### src/hdl/slr_pkg.sv
// ----------------------------------------------------------------------------
// Subtitle line router package
// Character codes, result codes, line scan state and the match words.
// ----------------------------------------------------------------------------
package slr_pkg;

	// Result codes as they appear on the output item.
	localparam logic [1:0] ROUTE_BOTH   = 2'd0;
	localparam logic [1:0] ROUTE_TEXT   = 2'd1;
	localparam logic [1:0] ROUTE_EFFECT = 2'd2;

	localparam logic [1:0] SEC_CODE_HEADER = 2'd0;
	localparam logic [1:0] SEC_CODE_EVENTS = 2'd1;
	localparam logic [1:0] SEC_CODE_FOOTER = 2'd2;

	// Characters.
	localparam logic [7:0] CH_NL       = 8'h0A;
	localparam logic [7:0] CH_CR       = 8'h0D;
	localparam logic [7:0] CH_TAB      = 8'h09;
	localparam logic [7:0] CH_SPACE    = 8'h20;
	localparam logic [7:0] CH_LBRACE   = 8'h7B;
	localparam logic [7:0] CH_LBRACKET = 8'h5B;
	localparam logic [7:0] CH_BSLASH   = 8'h5C;
	localparam logic [7:0] CH_P_LO     = 8'h70;
	localparam logic [7:0] CH_P_UP     = 8'h50;
	localparam logic [7:0] CH_DIGIT_0  = 8'h30;
	localparam logic [7:0] CH_DIGIT_9  = 8'h39;

	localparam logic [3:0] EVENTS_LEN   = 4'd8;
	localparam logic [3:0] DIALOGUE_LEN = 4'd9;
	localparam logic [3:0] LEN_MAX      = 4'd15;

	// Per-line scan state.
	typedef struct packed {
		logic [3:0]  len;
		logic        ev_ok;
		logic        lead;
		logic [3:0]  dlg_idx;
		logic        dlg_fail;
		logic        first_br;
		logic        draw;
		logic [15:0] prev;
		logic        ret;
	} line_st_t;

	localparam line_st_t LINE_CLEAR = '{
		len: 4'd0, ev_ok: 1'b1, lead: 1'b1, dlg_idx: 4'd0, dlg_fail: 1'b0,
		first_br: 1'b0, draw: 1'b0, prev: 16'h0000, ret: 1'b0
	};

	// What the section tracker needs to know about a finished line.
	typedef struct packed {
		logic [3:0] len;
		logic       ev_ok;
		logic       first_br;
		logic       dlg_ok;
		logic       draw;
	} line_sum_t;

	function automatic logic [7:0] events_char(input logic [2:0] idx);
		logic [7:0] ch;
		begin
			case (idx)
				3'd0: ch = 8'h5B; // [
				3'd1: ch = 8'h45; // E
				3'd2: ch = 8'h76; // v
				3'd3: ch = 8'h65; // e
				3'd4: ch = 8'h6E; // n
				3'd5: ch = 8'h74; // t
				3'd6: ch = 8'h73; // s
				default: ch = 8'h5D; // ]
			endcase
			return ch;
		end
	endfunction

	function automatic logic [7:0] dialogue_char(input logic [3:0] idx);
		logic [7:0] ch;
		begin
			case (idx)
				4'd0: ch = 8'h44; // D
				4'd1: ch = 8'h69; // i
				4'd2: ch = 8'h61; // a
				4'd3: ch = 8'h6C; // l
				4'd4: ch = 8'h6F; // o
				4'd5: ch = 8'h67; // g
				4'd6: ch = 8'h75; // u
				4'd7: ch = 8'h65; // e
				4'd8: ch = 8'h3A; // :
				default: ch = 8'h00;
			endcase
			return ch;
		end
	endfunction

endpackage

### src/hdl/slr_char_if.sv
// ----------------------------------------------------------------------------
// Character channel
// Valid/ready channel carrying one script byte or an end-of-stream mark.
// ----------------------------------------------------------------------------
interface slr_char_if;
	logic       valid;
	logic       ready;
	logic [7:0] byte_req;
	logic       flush;

	modport source (output valid, output byte_req, output flush, input ready);
	modport sink (input valid, input byte_req, input flush, output ready);
endinterface

### src/hdl/slr_route_if.sv
// ----------------------------------------------------------------------------
// Route channel
// Valid/ready channel carrying one routing decision per finished line.
// ----------------------------------------------------------------------------
interface slr_route_if;
	logic       valid;
	logic       ready;
	logic [1:0] route;
	logic [1:0] section;

	modport source (output valid, output route, output section, input ready);
	modport sink (input valid, input route, input section, output ready);
endinterface

### src/hdl/slr_line_scan.sv
// ----------------------------------------------------------------------------
// Line scanner
// Folds each byte into the running line state and flags line ends.
// ----------------------------------------------------------------------------
module slr_line_scan (
	input  logic              clk,
	input  logic              arst_n,
	input  logic              fire,
	input  logic [7:0]        byte_req,
	input  logic              flush,
	output logic              line_end,
	output slr_pkg::line_sum_t summary
);
	import slr_pkg::*;

	line_st_t st_q;
	line_st_t st_a;
	line_st_t st_n;

	function automatic line_st_t take_char(input line_st_t s, input logic [7:0] c);
		line_st_t   r;
		logic [7:0] older;
		logic [7:0] newer;
		logic       c_is_p;
		logic       n_is_p;
		logic       c_is_dig;
		begin
			r        = s;
			older    = s.prev[15:8];
			newer    = s.prev[7:0];
			c_is_p   = (c == CH_P_LO) || (c == CH_P_UP);
			n_is_p   = (newer == CH_P_LO) || (newer == CH_P_UP);
			c_is_dig = (c >= CH_DIGIT_0) && (c <= CH_DIGIT_9);
			// Both drawing windows need two earlier characters of this line.
			if (s.len >= 4'd2) begin
				if (older == CH_LBRACE && newer == CH_BSLASH && c_is_p)
					r.draw = 1'b1;
				if (older == CH_BSLASH && n_is_p && c_is_dig)
					r.draw = 1'b1;
			end
			if (s.len < EVENTS_LEN) begin
				if (c != events_char(s.len[2:0]))
					r.ev_ok = 1'b0;
			end else begin
				r.ev_ok = 1'b0;
			end
			if (s.len == 4'd0 && c == CH_LBRACKET)
				r.first_br = 1'b1;
			if (!(s.lead && (c == CH_SPACE || c == CH_TAB))) begin
				r.lead = 1'b0;
				if (!s.dlg_fail && s.dlg_idx < DIALOGUE_LEN) begin
					if (c == dialogue_char(s.dlg_idx))
						r.dlg_idx = s.dlg_idx + 4'd1;
					else
						r.dlg_fail = 1'b1;
				end
			end
			r.prev = {newer, c};
			if (s.len < LEN_MAX)
				r.len = s.len + 4'd1;
			return r;
		end
	endfunction

	always_comb begin
		line_end = 1'b0;
		st_a     = st_q;
		st_a.ret = 1'b0;
		st_n     = st_q;
		if (flush) begin
			line_end = (st_q.len != 4'd0) || st_q.ret;
			st_n     = LINE_CLEAR;
		end else if (byte_req == CH_NL) begin
			line_end = 1'b1;
			st_n     = LINE_CLEAR;
		end else begin
			// A held carriage return turns out to be part of the line.
			if (st_q.ret)
				st_a = take_char(st_a, CH_CR);
			if (byte_req == CH_CR) begin
				st_n     = st_a;
				st_n.ret = 1'b1;
			end else begin
				st_n = take_char(st_a, byte_req);
			end
		end
	end

	always_ff @(posedge clk or negedge arst_n) begin
		if (!arst_n) begin
			st_q <= LINE_CLEAR;
		end else if (fire) begin
			st_q <= st_n;
		end
	end

	assign summary.len      = st_q.len;
	assign summary.ev_ok    = st_q.ev_ok;
	assign summary.first_br = st_q.first_br;
	assign summary.dlg_ok   = !st_q.dlg_fail && (st_q.dlg_idx == DIALOGUE_LEN);
	assign summary.draw     = st_q.draw;

	a_end_clears: assert property (@(posedge clk) disable iff (!arst_n)
		fire && line_end |=> st_q.len == 4'd0 && !st_q.ret)
		else $error("line state not cleared after line end");

	a_empty_line_clean: assert property (@(posedge clk) disable iff (!arst_n)
		st_q.len == 4'd0 |-> st_q.lead && !st_q.first_br && !st_q.draw
			&& st_q.dlg_idx == 4'd0)
		else $error("empty line carries match state");

	a_draw_needs_three: assert property (@(posedge clk) disable iff (!arst_n)
		st_q.draw |-> st_q.len >= 4'd3)
		else $error("drawing tag flagged on a line shorter than three characters");

endmodule

### src/hdl/slr_section_track.sv
// ----------------------------------------------------------------------------
// Section tracker
// Moves through header, events and footer and registers each line's route.
// ----------------------------------------------------------------------------
module slr_section_track (
	input  logic              clk,
	input  logic              arst_n,
	input  logic              fire,
	input  logic              line_end,
	input  slr_pkg::line_sum_t summary,
	input  logic              out_ready,
	output logic              out_free,
	output logic              out_valid,
	output logic [1:0]        route,
	output logic [1:0]        section
);
	import slr_pkg::*;

	typedef enum logic [2:0] {
		SEC_HEADER = 3'b001,
		SEC_EVENTS = 3'b010,
		SEC_FOOTER = 3'b100
	} sec_st_t;

	sec_st_t    sec_q;
	sec_st_t    sec_n;
	logic [1:0] route_n;
	logic [1:0] sec_code_n;
	logic       emit;
	logic       out_valid_q;
	logic [1:0] route_q;
	logic [1:0] section_q;

	always_comb begin
		sec_n   = sec_q;
		route_n = ROUTE_BOTH;
		unique case (sec_q)
			SEC_HEADER: begin
				if (summary.ev_ok && summary.len == EVENTS_LEN)
					sec_n = SEC_EVENTS;
			end
			SEC_EVENTS: begin
				if (summary.first_br)
					sec_n = SEC_FOOTER;
				else if (summary.dlg_ok)
					route_n = summary.draw ? ROUTE_EFFECT : ROUTE_TEXT;
			end
			SEC_FOOTER: begin
				sec_n = SEC_FOOTER;
			end
			default: begin
				sec_n = SEC_FOOTER;
			end
		endcase
	end

	always_comb begin
		unique case (sec_n)
			SEC_HEADER: sec_code_n = SEC_CODE_HEADER;
			SEC_EVENTS: sec_code_n = SEC_CODE_EVENTS;
			default:    sec_code_n = SEC_CODE_FOOTER;
		endcase
	end

	assign out_free = !out_valid_q || out_ready;
	assign emit     = fire && line_end;

	always_ff @(posedge clk or negedge arst_n) begin
		if (!arst_n) begin
			sec_q       <= SEC_HEADER;
			out_valid_q <= 1'b0;
		end else begin
			if (emit)
				sec_q <= sec_n;
			if (out_free)
				out_valid_q <= emit;
		end
	end

	always_ff @(posedge clk) begin
		if (emit) begin
			route_q   <= route_n;
			section_q <= sec_code_n;
		end
	end

	assign out_valid = out_valid_q;
	assign route     = route_q;
	assign section   = section_q;

	a_footer_sticky: assert property (@(posedge clk) disable iff (!arst_n)
		sec_q == SEC_FOOTER |=> sec_q == SEC_FOOTER)
		else $error("section left footer");

	a_header_to_events: assert property (@(posedge clk) disable iff (!arst_n)
		sec_q == SEC_HEADER |=> sec_q == SEC_HEADER || sec_q == SEC_EVENTS)
		else $error("section skipped events");

	a_route_in_events: assert property (@(posedge clk) disable iff (!arst_n)
		out_valid_q && route_q != ROUTE_BOTH |-> section_q == SEC_CODE_EVENTS)
		else $error("single-output route outside events");

endmodule

### src/hdl/subtitle_line_router.sv
// ----------------------------------------------------------------------------
// Subtitle line router
// Scans a subtitle script byte by byte and gives one route per line.
//
//   channel  role   payload                 meaning
//   chars    sink   byte_req[7:0], flush    one script byte or end of stream
//   routes   source route[1:0], section[1:0] decision for one finished line
//
// One byte is accepted per cycle while no waiting route stalls the input. A
// byte is held in an input register, then scanned while the result register
// is written, so a route is given from the result register.
// The result register holds a waiting route; one more byte can enter the
// input register behind it, and then chars.ready stays low until routes
// takes the route. Reset starts in the header section with an
// empty line.
// ----------------------------------------------------------------------------
module subtitle_line_router (
	input  logic        clk,
	input  logic        arst_n,
	slr_char_if.sink    chars,
	slr_route_if.source routes
);
	import slr_pkg::*;

	logic       valid_s1;
	logic [7:0] byte_s1;
	logic       flush_s1;
	logic       out_free;
	logic       fire;
	logic       line_end;
	line_sum_t  summary;

	assign chars.ready = !valid_s1 || out_free;
	assign fire        = valid_s1 && out_free;

	always_ff @(posedge clk or negedge arst_n) begin
		if (!arst_n) begin
			valid_s1 <= 1'b0;
		end else if (chars.ready) begin
			valid_s1 <= chars.valid;
		end
	end

	always_ff @(posedge clk) begin
		if (chars.ready && chars.valid) begin
			byte_s1  <= chars.byte_req;
			flush_s1 <= chars.flush;
		end
	end

	slr_line_scan u_scan (
		.clk      (clk),
		.arst_n   (arst_n),
		.fire     (fire),
		.byte_req (byte_s1),
		.flush    (flush_s1),
		.line_end (line_end),
		.summary  (summary)
	);

	slr_section_track u_track (
		.clk       (clk),
		.arst_n    (arst_n),
		.fire      (fire),
		.line_end  (line_end),
		.summary   (summary),
		.out_ready (routes.ready),
		.out_free  (out_free),
		.out_valid (routes.valid),
		.route     (routes.route),
		.section   (routes.section)
	);

endmodule

### src/flat_wrapper.sv
// flat-port wrapper written by rule: the top's interface ports become plain ports
module subtitle_line_router_flat import slr_pkg::*;
  (clk, arst_n, chars_valid, chars_byte_req, chars_flush, chars_ready, routes_valid, routes_route, routes_section, routes_ready);
  slr_char_if chars_i ();
  slr_route_if routes_i ();
  input  logic clk;
  input  logic arst_n;
  input wire logic [$bits(chars_i.valid)-1:0] chars_valid;
  input wire logic [$bits(chars_i.byte_req)-1:0] chars_byte_req;
  input wire logic [$bits(chars_i.flush)-1:0] chars_flush;
  output wire logic [$bits(chars_i.ready)-1:0] chars_ready;
  output wire logic [$bits(routes_i.valid)-1:0] routes_valid;
  output wire logic [$bits(routes_i.route)-1:0] routes_route;
  output wire logic [$bits(routes_i.section)-1:0] routes_section;
  input wire logic [$bits(routes_i.ready)-1:0] routes_ready;
  assign chars_i.valid = chars_valid;
  assign chars_i.byte_req = chars_byte_req;
  assign chars_i.flush = chars_flush;
  assign chars_ready = chars_i.ready;
  assign routes_valid = routes_i.valid;
  assign routes_route = routes_i.route;
  assign routes_section = routes_i.section;
  assign routes_i.ready = routes_ready;
  subtitle_line_router u_core (.clk(clk), .arst_n(arst_n), .chars(chars_i), .routes(routes_i));
endmodule
### config.mk
export PLATFORM = sky130hd
export DESIGN_NAME = subtitle_line_router_flat
export DESIGN_NICKNAME = d
export VERILOG_FILES = /design/src/hdl/slr_pkg.sv /design/src/hdl/slr_char_if.sv /design/src/hdl/slr_route_if.sv /design/src/hdl/slr_line_scan.sv /design/src/hdl/slr_section_track.sv /design/src/hdl/subtitle_line_router.sv /design/src/flat_wrapper.sv
export SDC_FILE = /design/constraint.sdc
export NUM_CORES = 1
export LEC_CHECK = 0
export ABC_AREA = 1
export ABC_CLOCK_PERIOD_IN_PS = 2000
export BUFFER_PORTS_ARGS = -buffer_cell sky130_fd_sc_hd__buf_2
export CAP_MARGIN = 40
export CORE_UTILIZATION = 50
export CTS_CLUSTER_DIAMETER = 50
export DETAILED_ROUTE_END_ITERATION = 16
export HOLD_SLACK_MARGIN = 0.1
export PLACE_DENSITY = 0.7
export SLEW_MARGIN = 10
export SYNTH_ARGS = -nofsm -noshare
export SYNTH_HDL_FRONTEND = slang
export SYNTH_SLANG_ARGS = --single-unit
### constraint.sdc
create_clock -name clk -period 2 [get_ports clk]
set_input_delay 0.1 -clock clk [delete_from_list [all_inputs] [get_ports clk]]
set_output_delay 0.1 -clock clk [all_outputs]
set_load 0.01 [all_outputs]
==> results.md <==
* Status: complete, but fails checks
* Failing checks: setup timing
* Clock tree from TritonCTS: built
* DRC at 0
* Sequential-to-total area share from yosys stat at 41.1%
* Power density over the cells at 900 nW/µm²
* Die width at 80.6 µm
* Startpoint Class: flop
* Clk buf depth at 2
* # clock sinks at 48
* Fin util at 68.3%
* Setup WS post-layout at -0.143 ns
* CP cell instances: ha_2, nand3_2, nand2_4, xor2_4, buf_4, buf_6, ha_4, nand2_2, nand2_1, inv_1, nand3_1, nand2_1, nand2_1, nor2_1, nand3_1, nand2_1, nand2_1, nand2_1
* DP HPWL at 5910 µm
* FF-to-FF setup slack at -0.14 ns
* Worst-margin pin slew at 0.817 ns
* Clock Latency Late Sink at 0.31 ns
* Final Hold Fails at 0
* Total CTS buffers at 5
* GRT Total Usage at 28.1%
* PortBufs at 18
* Worst setup path category: flop to flop
* Ys flop type: dfrtp_1
* Area occupied by multi-input gates at 1740 µm²
* Final Slew Violations at 0
* Antenna viol nets, final at 0
* GPL Wtd Cong at 0.956
* Vias in the first global route at 2961
* Fin crit period at 2.14 ns
* VDD IR-drop max at 0.000557 V
* Clk slew on worst S/H paths at 0.09 ns
* Mapped Nets at 442
* Slowest CP cell: dfrtp_1
* Overall die height at 80.6 µm
* H-tree depth at 2
* Setup crit end kind: flop
* Fmax at 467 MHz
* Reg area at 1270 µm²
* Leakage at 1.94 nW
* Area growth from synthesis to layout at 31.6%
* Detailed Route WL at 8500 µm
* Die area at 6490 µm²
* DR iter-0 viols at 181
* Skew final at 0.0134 ns
* I/O pin total at 19
* Post-synthesis cell type count at 38
* DR vias/cell at 5.48
* Core Area at 5960 µm²
* Buf/Inv on CP at 3
* WHS at 0.413 ns
* Layout cells sized above 1 at 29.7%
* Reg2reg start: u_core.u_scan.summary[4]$_DFFE_PN0P_
* Root Driver: clkbuf_8
* Crit path arrival time at 2.40 ns
* Syn. warnings at 0
* Std-Cell Rows at 28
* R2R depth at 18
* Setup violators final at 3
* FILL cells at 507
* Async set or reset register ratio after synthesis at 72.9%
* Hold/Removal Path Class: input pin to asynchronous set/reset pin
* Via count at 3154
* Crit path top cell by count: nand2_1
* Initial Util at 51.8%
* Tcrit/Tclk final at 107%
* GR Overflow Total at 0
* CP required at 2.25 ns
* Synth Register Bits at 48
* Delay-heaviest family, CP: simple AND/OR/NAND/NOR gates
* Crit path max fanout at 3
* Number of max-cap violations at 0
* Avg Cell Area, Syn at 7.35 µm²
* Total power at 3.66 mW
* Final net count at 522
* Ant. Diodes at 0
* First-pass GRT wire length at 13700 µm
* Post-Synthesis Cells at 420
* Max-slew headroom at 45.5%
* Largest net degree at the start of global routing at 36
* RSZ-0062 raised after global routing: true
* Routed len/inst at 14.8 µm
* 1st-pass router iterations at 5
* Initial antenna violation count at 0
* EDFF count, synth at 13
* Max incr delay on CP at 0.40 ns
* Worst r2r dst: u_core.u_scan.summary[3]$_DFFE_PN1P_
* Mapped cell area at 3090 µm²
## power by group
group / total [mW] / internal [mW] / switching (mW)
Clock: 0.570 / 0.243 / 0.327
Sequential: 1.32 / 1.21 / 0.110
Combinational: 1.77 / 0.761 / 1.01
Total: 3.66 / 2.21 / 1.45
## layout make-up
cell class	instances	area share, %
Timing Repair Buffer	83	15.8
Clock buffer	6	1.79
Multi-Input combinational cell	302	42.7
Clock inverter	2	0.277
Tap cell	75	2.31
Sequential cell	48	31.3
Inverter	60	5.79
## through the flow
stage,TNS [ns],cells,worst slack (ns),instance area [µm²]
after floorplan,-0.0433,420,-0.0433,3130
after global placement,-0.164,542,-0.100,3560
after detailed placement,-0.419,542,-0.194,3560
after CTS,-0.118,567,-0.118,3890
after global routing,-0.947,576,-0.345,4070
final,-0.260,576,-0.143,4070
## worst reg2reg max path, cell delays in order, from the launching register on
cell and delay [ns]:
dfrtp_1 0.40, ha_2 0.20, nand3_2 0.10, nand2_4 0.07, xor2_4 0.16, buf_4 0.14
buf_6 0.12, ha_4 0.16, nand2_2 0.11, nand2_1 0.07, inv_1 0.08, nand3_1 0.07
nand2_1 0.06, nand2_1 0.04, nor2_1 0.08, nand3_1 0.08, nand2_1 0.06, nand2_1 0.05
nand2_1 0.05
## layer usage
layer	global-route usage, %	share of wire [%]	up-vias	wire length (µm)
li1	-	-	1546	-
met2	47.1	49	107	4140
met3	3.75	4.6	24	389
met4	11.3	3.3	0	279
met5	0	0	-	0
met1	36.4	43	1477	3690
## how the worst max path moves through the flow
stage | slack (ns) | depth (start not counted) | endpoint | start
2_1_floorplan | -0.04 | 15 | u_core.u_scan.summary[3]$_DFFE_PN1P_ | u_core.u_scan.summary[5]$_DFFE_PN0P_
3_3_place_gp | -0.10 | 17 | u_core.u_scan.summary[3]$_DFFE_PN1P_ | u_core.u_scan.summary[5]$_DFFE_PN0P_
3_5_place_dp | -0.19 | 17 | u_core.u_scan.summary[3]$_DFFE_PN1P_ | u_core.u_scan.summary[5]$_DFFE_PN0P_
4_1_cts | -0.12 | 15 | u_core.u_scan.summary[3]$_DFFE_PN1P_ | u_core.u_scan.summary[4]$_DFFE_PN0P_
5_1_grt | -0.35 | 18 | u_core.u_scan.summary[3]$_DFFE_PN1P_ | u_core.u_scan.summary[4]$_DFFE_PN0P_
6_report | -0.14 | 18 | u_core.u_scan.summary[3]$_DFFE_PN1P_ | u_core.u_scan.summary[4]$_DFFE_PN0P_
## kinds of logic after synthesis
family	count (synthesis)	share of synthesized area, %
simple gates	222	32.1
buf+inv	70	9.32
compound gates	68	12.9
flops	48	41.1
fa+ha+maj	9	3.65
xor+xnor	3	0.851
## layout by cell type, fill, tap and decap left out, types with 2 or more instances in the layout
cell and count:
nand2_4 5, ha_1 3, nor3_2 2, inv_4 2, nand3_2 4, a21oi_2 2
dfrtp_1 29, clkbuf_8 5, a31oi_1 2, nor2_1 35, nor4_1 4, nor3_4 2
dfrtp_2 3, o211ai_1 3, nor3_1 5, buf_6 5, a21oi_1 11, inv_1 44
dfstp_2 3, buf_2 18, dlygate4sd3_1 13, ha_4 5, o22ai_1 5, edfxtp_1 13
nor2_4 3, buf_4 46, o31ai_1 2, nor2_2 11, nand3_1 32, nand2_1 95
nand2_2 11, a22oi_1 3, inv_2 13, or2_2 2, o21ai_1 8, o21ai_0 27
nand4_1 10
## flip-flops by register name (all words and copies together), names as in the netlist
name and flops:
u_core.u_track.out_valid 1, u_core.flush_s1 1, u_core.valid_s1 1, u_core.u_scan.st_q 23, u_core.u_track.route 2, u_core.u_track.sec_q 3, u_core.u_track.section 2, u_core.u_scan.summary 7
u_core.byte_s1 8
## cell usage after synthesis, types with 3 or more instances
cell type | number | share of area [%]
buf_2 | 3 | 0.49
nand3_1 | 36 | 5.8
o211ai_1 | 3 | 0.73
a22oi_1 | 3 | 0.73
o22ai_1 | 5 | 1.0
o21ai_1 | 5 | 0.81
dfstp_2 | 3 | 2.6
dfrtp_1 | 32 | 26
nor2_1 | 41 | 5.0
inv_2 | 10 | 1.2
nor4_1 | 5 | 1.0
edfxtp_1 | 13 | 13
nand4_1 | 10 | 2.0
inv_1 | 49 | 6.0
nand2_2 | 8 | 1.6
nor2_2 | 6 | 1.2
nand2_1 | 103 | 13
ha_1 | 9 | 3.6
nor3_1 | 7 | 1.1
clkbuf_1 | 4 | 0.49
o21ai_0 | 30 | 4.9
a21oi_1 | 11 | 1.8
## timing repair
action | 4_1_cts | 5_1_grt
gates resized for setup | 18 | 32
buffers inserted | 4 | 10
hold endpoints to repair | 43 | 0
endpoints found under the setup margin | 7 | 22
hold buffers | 13 | 0
pin swaps | 6 | 12
Power figures use the tool's default switching activity.
